## config.mk

```make
export PLATFORM = sky130hd
export DESIGN_NAME = text_line_and_word_matcher
export DESIGN_NICKNAME = d
export VERILOG_FILES = /design/src/rtl/tlwm_pkg.sv /design/src/rtl/tlwm_pattern.sv /design/src/rtl/tlwm_core.sv /design/src/rtl/text_line_and_word_matcher.sv
export SDC_FILE = /design/constraint.sdc
export NUM_CORES = 2
export LEC_CHECK = 0
export BUFFER_PORTS_ARGS = -buffer_cell sky130_fd_sc_hd__buf_2
export CORE_MARGIN = 4
export CORE_UTILIZATION = 25
export DETAILED_ROUTE_END_ITERATION = 10
export PLACE_DENSITY_LB_ADDON = 0.25
export SLEW_MARGIN = 20
export SYNTH_ARGS = -nofsm -noshare
export SYNTH_HDL_FRONTEND = slang
export SYNTH_SLANG_ARGS = --single-unit
```

## constraint.sdc

```tcl
create_clock -name clock -period 22 [get_ports clock]
set_clock_uncertainty 0.15 [all_clocks]
set_input_delay 4.4 -clock clock [delete_from_list [all_inputs] [get_ports clock]]
set_output_delay 4.4 -clock clock [all_outputs]
set_load 0.02 [all_outputs]
```

## src/rtl/tlwm_pkg.sv

```systemverilog
// Package for the text line and word matcher.
// Holds sizes, control-register indexes, character codes and payload types.
// No dependencies.
package tlwm_pkg;

   localparam int PAT_MAX     = 29;
   localparam int PAT_REGS    = 4;
   localparam int PAT_LEN_W   = 5;
   localparam int ITEM_LEN_W  = 8;
   localparam int CSR_INDEX_W = 3;
   localparam int CSR_DATA_W  = 64;

   localparam int DEF_MAX_LINE = 256;
   localparam int DEF_MAX_WORD = 30;

   // control register indexes
   localparam logic [CSR_INDEX_W-1:0] CSR_MODE        = 3'd0;
   localparam logic [CSR_INDEX_W-1:0] CSR_PAT_LEN     = 3'd1;
   localparam logic [CSR_INDEX_W-1:0] CSR_PAT_LOW     = 3'd2;
   localparam logic [CSR_INDEX_W-1:0] CSR_PAT_SECOND  = 3'd3;
   localparam logic [CSR_INDEX_W-1:0] CSR_PAT_THIRD   = 3'd4;
   localparam logic [CSR_INDEX_W-1:0] CSR_PAT_HIGH    = 3'd5;

   localparam logic [7:0] CHAR_NEWLINE = 8'h0A;
   localparam logic [7:0] CHAR_TAB     = 8'h09;
   localparam logic [7:0] CHAR_SPACE   = 8'h20;

   typedef struct packed {
      logic [7:0] text_byte;
      logic       end_of_input;
   } req_type;

   typedef struct packed {
      logic                  matched;
      logic [ITEM_LEN_W-1:0] item_length;
   } rsp_type;

   // pattern as seen by the matching core
   typedef struct packed {
      logic                         mode;
      logic [PAT_LEN_W-1:0]         len;      // clamped to PAT_MAX
      logic [PAT_MAX-1:0][7:0]      bytes;    // pattern byte i at index i
      logic [PAT_MAX-1:0][7:0]      aligned;  // aligned[k] = bytes[len-1-k]
      logic [PAT_MAX-1:0]           mask;     // mask[k] = k < len
   } pat_cfg_type;

endpackage

```

## src/rtl/tlwm_pattern.sv

```systemverilog
// Control registers of the matcher: mode, pattern length and pattern bytes.
// Also keeps a registered copy of the pattern reversed against the window.
// Depends on tlwm_pkg.
module tlwm_pattern
   import tlwm_pkg::*;
(
   input  logic                   clock,
   input  logic                   reset,
   input  logic                   csr_write,
   input  logic [CSR_INDEX_W-1:0] csr_index,
   input  logic [CSR_DATA_W-1:0]  csr_wdata,
   output pat_cfg_type            cfg
);

   logic                          mode_ff, mode_in;
   logic [PAT_LEN_W-1:0]          len_ff, len_in;
   logic [PAT_REGS-1:0][CSR_DATA_W-1:0] pat_ff, pat_in;
   logic [PAT_MAX-1:0][7:0]       aligned_ff, aligned_in;
   logic [PAT_MAX-1:0]            mask_ff, mask_in;
   logic [PAT_MAX-1:0][7:0]       pat_bytes, pat_bytes_in;

   always_comb begin
      mode_in = mode_ff;
      len_in  = len_ff;
      pat_in  = pat_ff;
      if (csr_write) begin
         case (csr_index)
            CSR_MODE:       mode_in   = csr_wdata[0];
            CSR_PAT_LEN: begin
               // low 5 bits; lengths over the window size act as window size
               if (csr_wdata[PAT_LEN_W-1:0] > PAT_LEN_W'(PAT_MAX))
                  len_in = PAT_LEN_W'(PAT_MAX);
               else
                  len_in = csr_wdata[PAT_LEN_W-1:0];
            end
            CSR_PAT_LOW:    pat_in[0] = csr_wdata;
            CSR_PAT_SECOND: pat_in[1] = csr_wdata;
            CSR_PAT_THIRD:  pat_in[2] = csr_wdata;
            CSR_PAT_HIGH:   pat_in[3] = csr_wdata;
            default:        ;
         endcase
      end
   end

   for (genvar i = 0; i < PAT_MAX; i++) begin : g_bytes
      assign pat_bytes[i]    = pat_ff[i / 8][(i % 8) * 8 +: 8];
      assign pat_bytes_in[i] = pat_in[i / 8][(i % 8) * 8 +: 8];
   end

   // built from the next register values so it changes in step with them
   for (genvar k = 0; k < PAT_MAX; k++) begin : g_align
      logic [PAT_LEN_W-1:0] src;
      assign src           = len_in - PAT_LEN_W'(k) - PAT_LEN_W'(1);
      assign mask_in[k]    = PAT_LEN_W'(k) < len_in;
      assign aligned_in[k] = mask_in[k] ? pat_bytes_in[src] : 8'h00;
   end

   always_ff @(posedge clock) begin
      if (reset) begin
         mode_ff <= 1'b0;
         len_ff  <= '0;
         pat_ff  <= '0;
         mask_ff <= '0;
      end else begin
         mode_ff <= mode_in;
         len_ff  <= len_in;
         pat_ff  <= pat_in;
         mask_ff <= mask_in;
      end
   end

   always_ff @(posedge clock) begin
      aligned_ff <= aligned_in;
   end

   assign cfg.mode    = mode_ff;
   assign cfg.len     = len_ff;
   assign cfg.bytes   = pat_bytes;
   assign cfg.aligned = aligned_ff;
   assign cfg.mask    = mask_ff;

endmodule

```

## src/rtl/tlwm_core.sv

```systemverilog
// Matching core: byte window, substring compare, greedy one-insertion word
// matcher and item length count. Processes one request per enabled cycle.
// Depends on tlwm_pkg.
module tlwm_core
   import tlwm_pkg::*;
#(
   parameter int MAX_LINE = DEF_MAX_LINE,
   parameter int MAX_WORD = DEF_MAX_WORD
) (
   input  logic        clock,
   input  logic        reset,
   input  logic        step,
   input  req_type     item,
   input  pat_cfg_type cfg,
   output logic        res_valid,
   output rsp_type     res
);

   localparam logic [ITEM_LEN_W-1:0] LINE_LIMIT = ITEM_LEN_W'(MAX_LINE - 1);
   localparam logic [ITEM_LEN_W-1:0] WORD_LIMIT = ITEM_LEN_W'(MAX_WORD - 1);

   logic [PAT_MAX-1:0][7:0]  window_ff, window_in;
   logic [ITEM_LEN_W-1:0]    count_ff, count_in;
   logic                     found_ff, found_in;
   logic [PAT_LEN_W-1:0]     pos_ff, pos_in;
   logic                     ins_ff, ins_in;
   logic                     failed_ff, failed_in;

   logic [PAT_MAX-1:0][7:0]  window_new;
   logic [PAT_MAX-1:0]       lane_ok;
   logic [ITEM_LEN_W-1:0]    count_inc;
   logic [ITEM_LEN_W-1:0]    limit;
   logic [PAT_LEN_W-1:0]     pos_sel;
   logic                     sep, hit, close, keep, word_step;

   assign window_new = {window_ff[PAT_MAX-2:0], item.text_byte};
   assign count_inc  = count_ff + ITEM_LEN_W'(1);
   assign limit      = cfg.mode ? WORD_LIMIT : LINE_LIMIT;

   for (genvar k = 0; k < PAT_MAX; k++) begin : g_cmp
      assign lane_ok[k] = !cfg.mask[k] || (window_new[k] == cfg.aligned[k]);
   end

   // pattern ends at the new byte; the count check keeps stale window bytes out
   assign hit = (cfg.len != '0) && (count_inc >= ITEM_LEN_W'(cfg.len)) && (&lane_ok);

   assign pos_sel   = (pos_ff < PAT_LEN_W'(PAT_MAX)) ? pos_ff : '0;
   assign word_step = (pos_ff < cfg.len) && (item.text_byte == cfg.bytes[pos_sel]);

   assign sep = (item.text_byte == CHAR_NEWLINE) ||
                (cfg.mode && ((item.text_byte == CHAR_SPACE) ||
                              (item.text_byte == CHAR_TAB)));

   always_comb begin
      close = 1'b0;
      keep  = 1'b0;
      if (step) begin
         if (item.end_of_input)
            close = (count_ff != '0);
         else if (sep || (count_ff >= limit))
            close = 1'b1;
         else
            keep = 1'b1;
      end
   end

   always_comb begin
      window_in = window_ff;
      count_in  = count_ff;
      found_in  = found_ff;
      pos_in    = pos_ff;
      ins_in    = ins_ff;
      failed_in = failed_ff;
      if (close) begin
         count_in  = '0;
         found_in  = 1'b0;
         pos_in    = '0;
         ins_in    = 1'b0;
         failed_in = 1'b0;
      end else if (keep) begin
         window_in = window_new;
         count_in  = count_inc;
         found_in  = found_ff || hit;
         if (!failed_ff) begin
            if (word_step)
               pos_in = pos_ff + PAT_LEN_W'(1);
            else if (!ins_ff)
               ins_in = 1'b1;
            else
               failed_in = 1'b1;
         end
      end
   end

   assign res_valid       = close;
   assign res.matched     = cfg.mode ? (!failed_ff && (pos_ff == cfg.len)) : found_ff;
   assign res.item_length = count_ff;

   always_ff @(posedge clock) begin
      if (reset) begin
         count_ff  <= '0;
         found_ff  <= 1'b0;
         pos_ff    <= '0;
         ins_ff    <= 1'b0;
         failed_ff <= 1'b0;
      end else begin
         count_ff  <= count_in;
         found_ff  <= found_in;
         pos_ff    <= pos_in;
         ins_ff    <= ins_in;
         failed_ff <= failed_in;
      end
   end

   always_ff @(posedge clock) begin
      window_ff <= window_in;
   end

endmodule

```

## src/rtl/text_line_and_word_matcher.sv

```systemverilog
// Text line and word matcher, top level.
// Channels: req_ carries one text byte or an end-of-input mark per request;
// rsp_ carries one result (match flag and kept length) per closed line or word;
// csr_ writes the mode, the pattern length and the four pattern byte words.
// Mode 0 reports each newline-ended line and whether it contains the pattern;
// mode 1 reports each word (space, tab, newline) and whether it equals the
// pattern with at most one inserted byte. Over-long items close early.
// A request is taken into the input register and its result, if any, is
// written to the result register when the core steps. Throughput: one request
// per cycle while the receiver does not stall, set by the input register, the
// combinational compare of the 29-byte window and the result register.
// A request that closes nothing gives no result.
// Reset (synchronous) clears the item state, the registers and both valids.
// When the receiver stalls, the result register holds and at most one more
// request enters the input register; req_ready then drops until rsp_ready rises.
// csr_ready is high outside reset; write registers only while the block is idle.
// Depends on tlwm_pkg, tlwm_pattern and tlwm_core.
module text_line_and_word_matcher
   import tlwm_pkg::*;
#(
   parameter int MAX_LINE = DEF_MAX_LINE,
   parameter int MAX_WORD = DEF_MAX_WORD
) (
   input  logic                   clock,
   input  logic                   reset,
   input  logic                   req_valid,
   output logic                   req_ready,
   input  req_type                req_data,
   output logic                   rsp_valid,
   input  logic                   rsp_ready,
   output rsp_type                rsp_data,
   input  logic                   csr_valid,
   output logic                   csr_ready,
   input  logic [CSR_INDEX_W-1:0] csr_index,
   input  logic [CSR_DATA_W-1:0]  csr_wdata
);

   logic        in_vld_ff, in_vld_in;
   req_type     in_data_ff;
   logic        out_vld_ff, out_vld_in;
   rsp_type     out_data_ff;
   logic        out_free, step, core_valid;
   rsp_type     core_res;
   pat_cfg_type cfg;

   assign out_free  = !out_vld_ff || rsp_ready;
   assign step      = in_vld_ff && out_free;
   assign req_ready = !reset && (!in_vld_ff || out_free);
   assign csr_ready = !reset;

   tlwm_pattern u_pattern (
      .clock     (clock),
      .reset     (reset),
      .csr_write (csr_valid && csr_ready),
      .csr_index (csr_index),
      .csr_wdata (csr_wdata),
      .cfg       (cfg)
   );

   tlwm_core #(
      .MAX_LINE (MAX_LINE),
      .MAX_WORD (MAX_WORD)
   ) u_core (
      .clock     (clock),
      .reset     (reset),
      .step      (step),
      .item      (in_data_ff),
      .cfg       (cfg),
      .res_valid (core_valid),
      .res       (core_res)
   );

   always_comb begin
      in_vld_in = in_vld_ff;
      if (req_valid && req_ready)
         in_vld_in = 1'b1;
      else if (step)
         in_vld_in = 1'b0;
   end

   always_comb begin
      out_vld_in = out_vld_ff;
      if (step && core_valid)
         out_vld_in = 1'b1;
      else if (rsp_ready)
         out_vld_in = 1'b0;
   end

   always_ff @(posedge clock) begin
      if (reset) begin
         in_vld_ff  <= 1'b0;
         out_vld_ff <= 1'b0;
      end else begin
         in_vld_ff  <= in_vld_in;
         out_vld_ff <= out_vld_in;
      end
   end

   always_ff @(posedge clock) begin
      if (req_valid && req_ready)
         in_data_ff <= req_data;
      if (step && core_valid)
         out_data_ff <= core_res;
   end

   assign rsp_valid = out_vld_ff;
   assign rsp_data  = out_data_ff;

endmodule

```

# ---- Word-level counts from Yosys, hierarchy flattened
# Cells that the tools add are included.
dict set report word_totals {
  register_bits 759
  input_bits 81
  output_inout_bits 12
  wordCells 412
}
dict set report op_classes {
  addsub 58
  order_cmp 64
  n_eq_ne 39
  muxes 84
  bitwise_logic 3
  reduce_logical 89
}
# cell count
set ops {}
lappend ops {{binary-select mux 8 bit (select 5 bit)} 30}
lappend ops {{two-way mux 8 bit} 31}
lappend ops {{== test 8 bit} 30}
lappend ops {{two-way mux 232 bit} 1}
lappend ops {{two-way mux 64 bit} 3}
lappend ops {{< comparator 5 x 6 -> 1 bit (second input constant)} 30}
lappend ops {{subtractor 5 x 1 -> 5 bit (second input constant)} 29}
lappend ops {{< comparator 5 bit (first input constant)} 13}
lappend ops {{subtractor 5 bit (second input constant)} 13}
lappend ops {{< comparator 4 x 5 -> 1 bit (first input constant)} 8}
lappend ops {{two-way mux 40 bit} 1}
lappend ops {{subtractor 5 x 4 -> 5 bit (second input constant)} 8}
lappend ops {{logical OR 1 bit} 35}
lappend ops {{zero test 1 bit} 33}
lappend ops {{AND reduction 29 bit} 1}
lappend ops {{< comparator 3 x 5 -> 1 bit (first input constant)} 4}
lappend ops {{two-way mux 5 bit} 4}
lappend ops {{subtractor 5 x 3 -> 5 bit (second input constant)} 4}
lappend ops {{== test 8 x 4 -> 1 bit (second input constant)} 2}
lappend ops {{two-way mux 1 bit} 14}
lappend ops {{logical AND 1 bit} 10}
lappend ops {{< comparator 1 x 5 -> 1 bit (first input constant)} 2}
lappend ops {{< comparator 2 x 5 -> 1 bit (first input constant)} 2}
lappend ops {{subtractor 5 x 2 -> 5 bit (second input constant)} 2}
lappend ops {{20 further kinds} 27}

# ---- Longest topological paths before layout
dict set report logic_depth {
  depth_word 10
  ltp_mapped 17
  ltp_nobuf 12
}

# ---- Hierarchy
# From an unflattened synthesis, not the netlist that was laid out.
dict set report hier_totals {
  hier_cells 4408
  area_unflattened_um2 46590.9
}
# mod instances cells_each area_each_um2 seq_area_each_um2
set by_module_without_submodules {}
lappend by_module_without_submodules {tlwm_pattern 1 3244 32378.6 9969.6}
lappend by_module_without_submodules {tlwm_core 1 1131 13548.0 7046.8}
lappend by_module_without_submodules {text_line_and_word_matcher 1 33 664.4 580.6}

# ---- Worst setup path before layout
# OpenSTA, ideal clock, no wires.
dict set report synth_path {
  path_type {input to register}
  startpoint {input port rsp_ready}
  endpoint {register u_core.pos_ff[3]}
  setup_time_ns 0.119
  arrival_ns 15.596
  required_time_ns 21.731
  setup_slack_ns 6.135
  path_stages 6
  n_path_buf 0
  cell_sequence {nand2b_1 -> nand2_1 -> nor2_1 -> and4b_1 -> nand4_1 -> mux2i_1}
}
dict set report synth_between {
  elab_chain_cells 4
  elab_cells_between_ends 6
  classes_between {2 x mux; 4 x reduce/logical}
}
# item line
set synth_lines {}
lappend synth_lines {{from (decl)} text_line_and_word_matcher.sv:30} ;# input logic rsp_ready,
lappend synth_lines {{logical OR 1 bit (*)} text_line_and_word_matcher.sv:46} ;# assign out_free = !out_vld_ff || rsp_ready;
lappend synth_lines {{logical AND 1 bit (*)} text_line_and_word_matcher.sv:47} ;# assign step = in_vld_ff && out_free;
lappend synth_lines {{two-way mux 1 bit} tlwm_core.sv:57} ;# if (step) begin
lappend synth_lines {{AND reduction 3 bit (no source line) / OR reduction 2 bit (equally long branches)} -}
lappend synth_lines {{to (signal assigned)} tlwm_core.sv:109} ;# pos_ff <= pos_in;
lappend synth_lines {{to (decl)} tlwm_core.sv:25} ;# logic [PAT_LEN_W-1:0] pos_ff, pos_in;
# Every way passes the cells marked *; elsewhere a longest branch is shown, timed or not.
# A chain may end at the register's enable or synchronous reset.

# ---- Final worst setup path
dict set report layout_path {
  startpoint {input port reset}
  endpoint {output port csr_ready}
}
dict set report layout_between {
  elab_chain_cells 1
}
# item line
set layout_lines {}
lappend layout_lines {{from (decl)} text_line_and_word_matcher.sv:25} ;# input logic reset,
lappend layout_lines {{zero test 1 bit} text_line_and_word_matcher.sv:49} ;# assign csr_ready = !reset;
lappend layout_lines {{to (decl)} text_line_and_word_matcher.sv:33} ;# output logic csr_ready,
# Every way passes these cells.

==> flow_summary.yaml <==
place:
  postPlaceCellArea_um2: 45300
  dp.cells: 6203
  numPortBuffers: 92
  gp_congestion: 1.02
  place_hpwl_um: 164000
finish:
  nets: 4199
  syn2layout_area_growth_pct: 14.4
  final_layout_size_suffix_gt1_share_pct: 13.4
  layoutNonFillerInstCount: 6373
  fin_util_pct: 28.9
  design_area_um2: 48400
  seq_area_um2: 17600
  multiInputGateArea_um2: 23700
  fill_cells: 17600
yosys:
  netlist_area_um2: 42300
  synth_cell_type_count: 88
  synth_ff_type: "dfxtp_1"
  syn-num-nets: 4212
  synth_seq_cells: 758
  synth_seq_area_share_pct: 41.6
  synth_warnings: 0
  syn_avg_cell_area_um2: 10.3
  synth-edff-count: 242
  ys_async_sr_fraction_pct: 0
  synthCells: 4103
power:
  power_density_nw_per_um2: 69.8
  ir_drop_mv: 0.0577
  p_leak_nw: 18.4
sta:
  setup_tns_ns: 0
  maxSlewViolCount: 0
  fin_crit_sh_pct: 44.2
  hold-worst-slack_ns: 0.305
  rsz0062_at_grt: "no"
  finalHoldViolCount: 0
  max_slew.worst_pin.slew_ns: 1.23
  max_freq_ghz: 0.103
  fin_crit_ns: 9.71
  setup-violations-final: 0
  max_slew_margin_pct: 17.4
worst_setup_path:
  max_stage_delay_ns: 0.30
  cp.arrival_ns: 5.16
  worst_setup_path_end_kind: "output port"
  cpMaxStageDelayCell: "clkbuf_8"
  cp-startpoint: "reset"
  startpoint_type: "primary input"
  crit_fanout: 34
  critical_path_class: "in -> out"
  rr_startpoint: "u_core.pos_ff[1]$_SDFFE_PP0P_"
  worstPathRequired_ns: 17.45
  cp_cell_sequence: "clkbuf_8, inv_1, buf_2"
floorplan:
  die_h_um: 419
  pin_count: 93
  die_area_um2: 176000
  rows: 150
  coreArea_um2: 168000
  start_util_pct: 25.2
  die_width_um: 419
clocking:
  insertion_delay_ns: 0.73
  cts.htree.levels: 3
  ctsResizeCount: 0
  clk_path_buf_depth: 3
  clk_pin_slew_ns: 0.06
  cts_buffers: 89
  cts_tree: "built"
  numClockSinks: 758
  cts_setup_buffers: 0
  cts_hold_buf: 0
  clockRootBuffer: "clkbuf_16"
detailed_routing:
  remaining_drc_errors: 0
  drt_iter0_drc: 4149
  avgRoutedWirePerCell_um: 32.8
  vias_per_cell: 5.48
  final_antenna_net_count: 0
  dr.pass1.iters: 6
  drt_wl_total_um: 209000
  vias: 34900
grt:
  gr-total-overflow: 0
  grt_pass1_vias: 32900
  grt_use_total_pct: 23.1
  antenna_found_initial: 19
  grt_pass1_wl_um: 281000
  grt_max_degree: 154
hold_path:
  min_path_type: "reg -> reg"
  hold_start: "u_core.window_ff[185]$_DFFE_PP_"
run_status:
  status: "completed"
flow_run:
  cap_violations: 0
worst paths after layout:
check | endpoint | slack, ns | cells after the start
hold reg to reg | u_core.window_ff[193]$_DFFE_PP_ | 0.31 | 0
setup / recovery | csr_ready | 12.29 | 3
hold / removal | u_core.window_ff[193]$_DFFE_PP_ | 0.31 | 0
setup reg to reg | u_core.pos_ff[0]$_SDFFE_PP0P_ | 16.59 | 9
cell usage in the layout (no fill, tap or decap), types with 16 or more instances in the layout:
master     instances
mux2i_1          915
nor2_1           571
dfxtp_1          512
xnor2_1          246
edfxtp_1         242
a211oi_1         173
nand2_1          149
a21oi_1          146
o21ai_0          101
mux2_2            99
clkbuf_16         92
buf_2             91
buf_4             78
nand4_1           77
mux4_2            67
nor2b_1           48
nor3_1            42
a31oi_1           39
ha_1              27
nand3_1           24
xnor2_2           22
inv_1             21
clkbuf_1          21
and2_1            19
o22ai_1           16
a21o_1            16
sequential cells by signal (all words and copies together), names as in the netlist:
| register | count |
|---|---|
| u_pattern.cfg | 464 |
| rsp_data | 9 |
| u_pattern.mode_ff | 1 |
| u_pattern.mask_ff | 29 |
| rsp_valid | 1 |
| in_vld_ff | 1 |
| u_pattern.len_ff | 4 |
| u_core.found_ff | 1 |
| u_core.count_ff | 8 |
| u_core.failed_ff | 1 |
| u_core.window_ff | 224 |
| in_data_ff | 9 |
| u_core.pos_ff | 5 |
| u_core.ins_ff | 1 |
metal layers:
layer,global-route usage (%),share of wire (%),vias to the layer above
met4,12.3,6.4,2
met3,5.16,8.8,440
li1,-,-,15000
met1,30.7,42,17600
met2,34.8,43,1816
met5,0,0.0062,-
area by class of cell:
class                      count  area share [%]
multi-input combinational   3039            49.0
sequential                   758            36.4
tap                         2204            5.69
clock buffer                 123            5.20
timing repair buffer         175            2.35
clock inverter                41            1.17
inverter                      27           0.233
antenna                        6          0.0310
cell usage after synthesis, types with 10 or more instances:
cell      count  area, µm²
a211oi_1    173       1300
a21o_1       16        120
a21oi_1     146        731
a221oi_1     13        114
a22oi_1      13       97.6
a31oi_1      39        244
and2_1       19        119
buf_1        32        120
buf_2        90        450
clkbuf_1    147        552
dfxtp_1     516      10300
edfxtp_1    242       7270
ha_1         28        350
inv_1        21       78.8
mux2_2       99       1110
mux2i_1     915       9160
mux4_2       67       1510
nand2_1     150        563
nand2b_1     13       81.3
nand3_1      25        125
nand4_1      77        482
nor2_1      574       2150
nor2b_1      48        300
nor3_1       42        210
nor4_1       10       62.6
o21ai_0     102        510
o221ai_1     15        131
o22ai_1      16        100
or2_2        10       62.6
xnor2_1     269       2360
worst max-delay path, delay by kind of cell:
family                 cells  cell delay (ns)
buffers and inverters      3             0.76
cell families after synthesis:
kind of cell	synth area share, %
XOR/XNOR	5.96
flip-flops	41.6
adder cells (fa/ha/maj)	0.828
multiplexers	28.0
buffers and inverters	3.09
AO/OA/AOI/OAI	10.1
AND/OR/NAND/NOR	10.5
power breakdown:
part | internal (W) | switching, W | total (W)
clock network | 0.000926 | 0.000666 | 0.00159
logic | 0.0000957 | 0.000209 | 0.000305
registers | 0.00146 | 0.0000202 | 0.00148
per-stage QoR:
stage | power (W) | setup slack (ns)
6_report | 0.00338 | 12.29
3_3_place_gp | 0.00181 | 11.49
4_1_cts | 0.00339 | 12.27
3_5_place_dp | 0.00181 | 11.96
5_1_grt | 0.00346 | 12.25
2_1_floorplan | 0.00169 | 6.14
No activity file was read; power rests on OpenSTA's default activity.
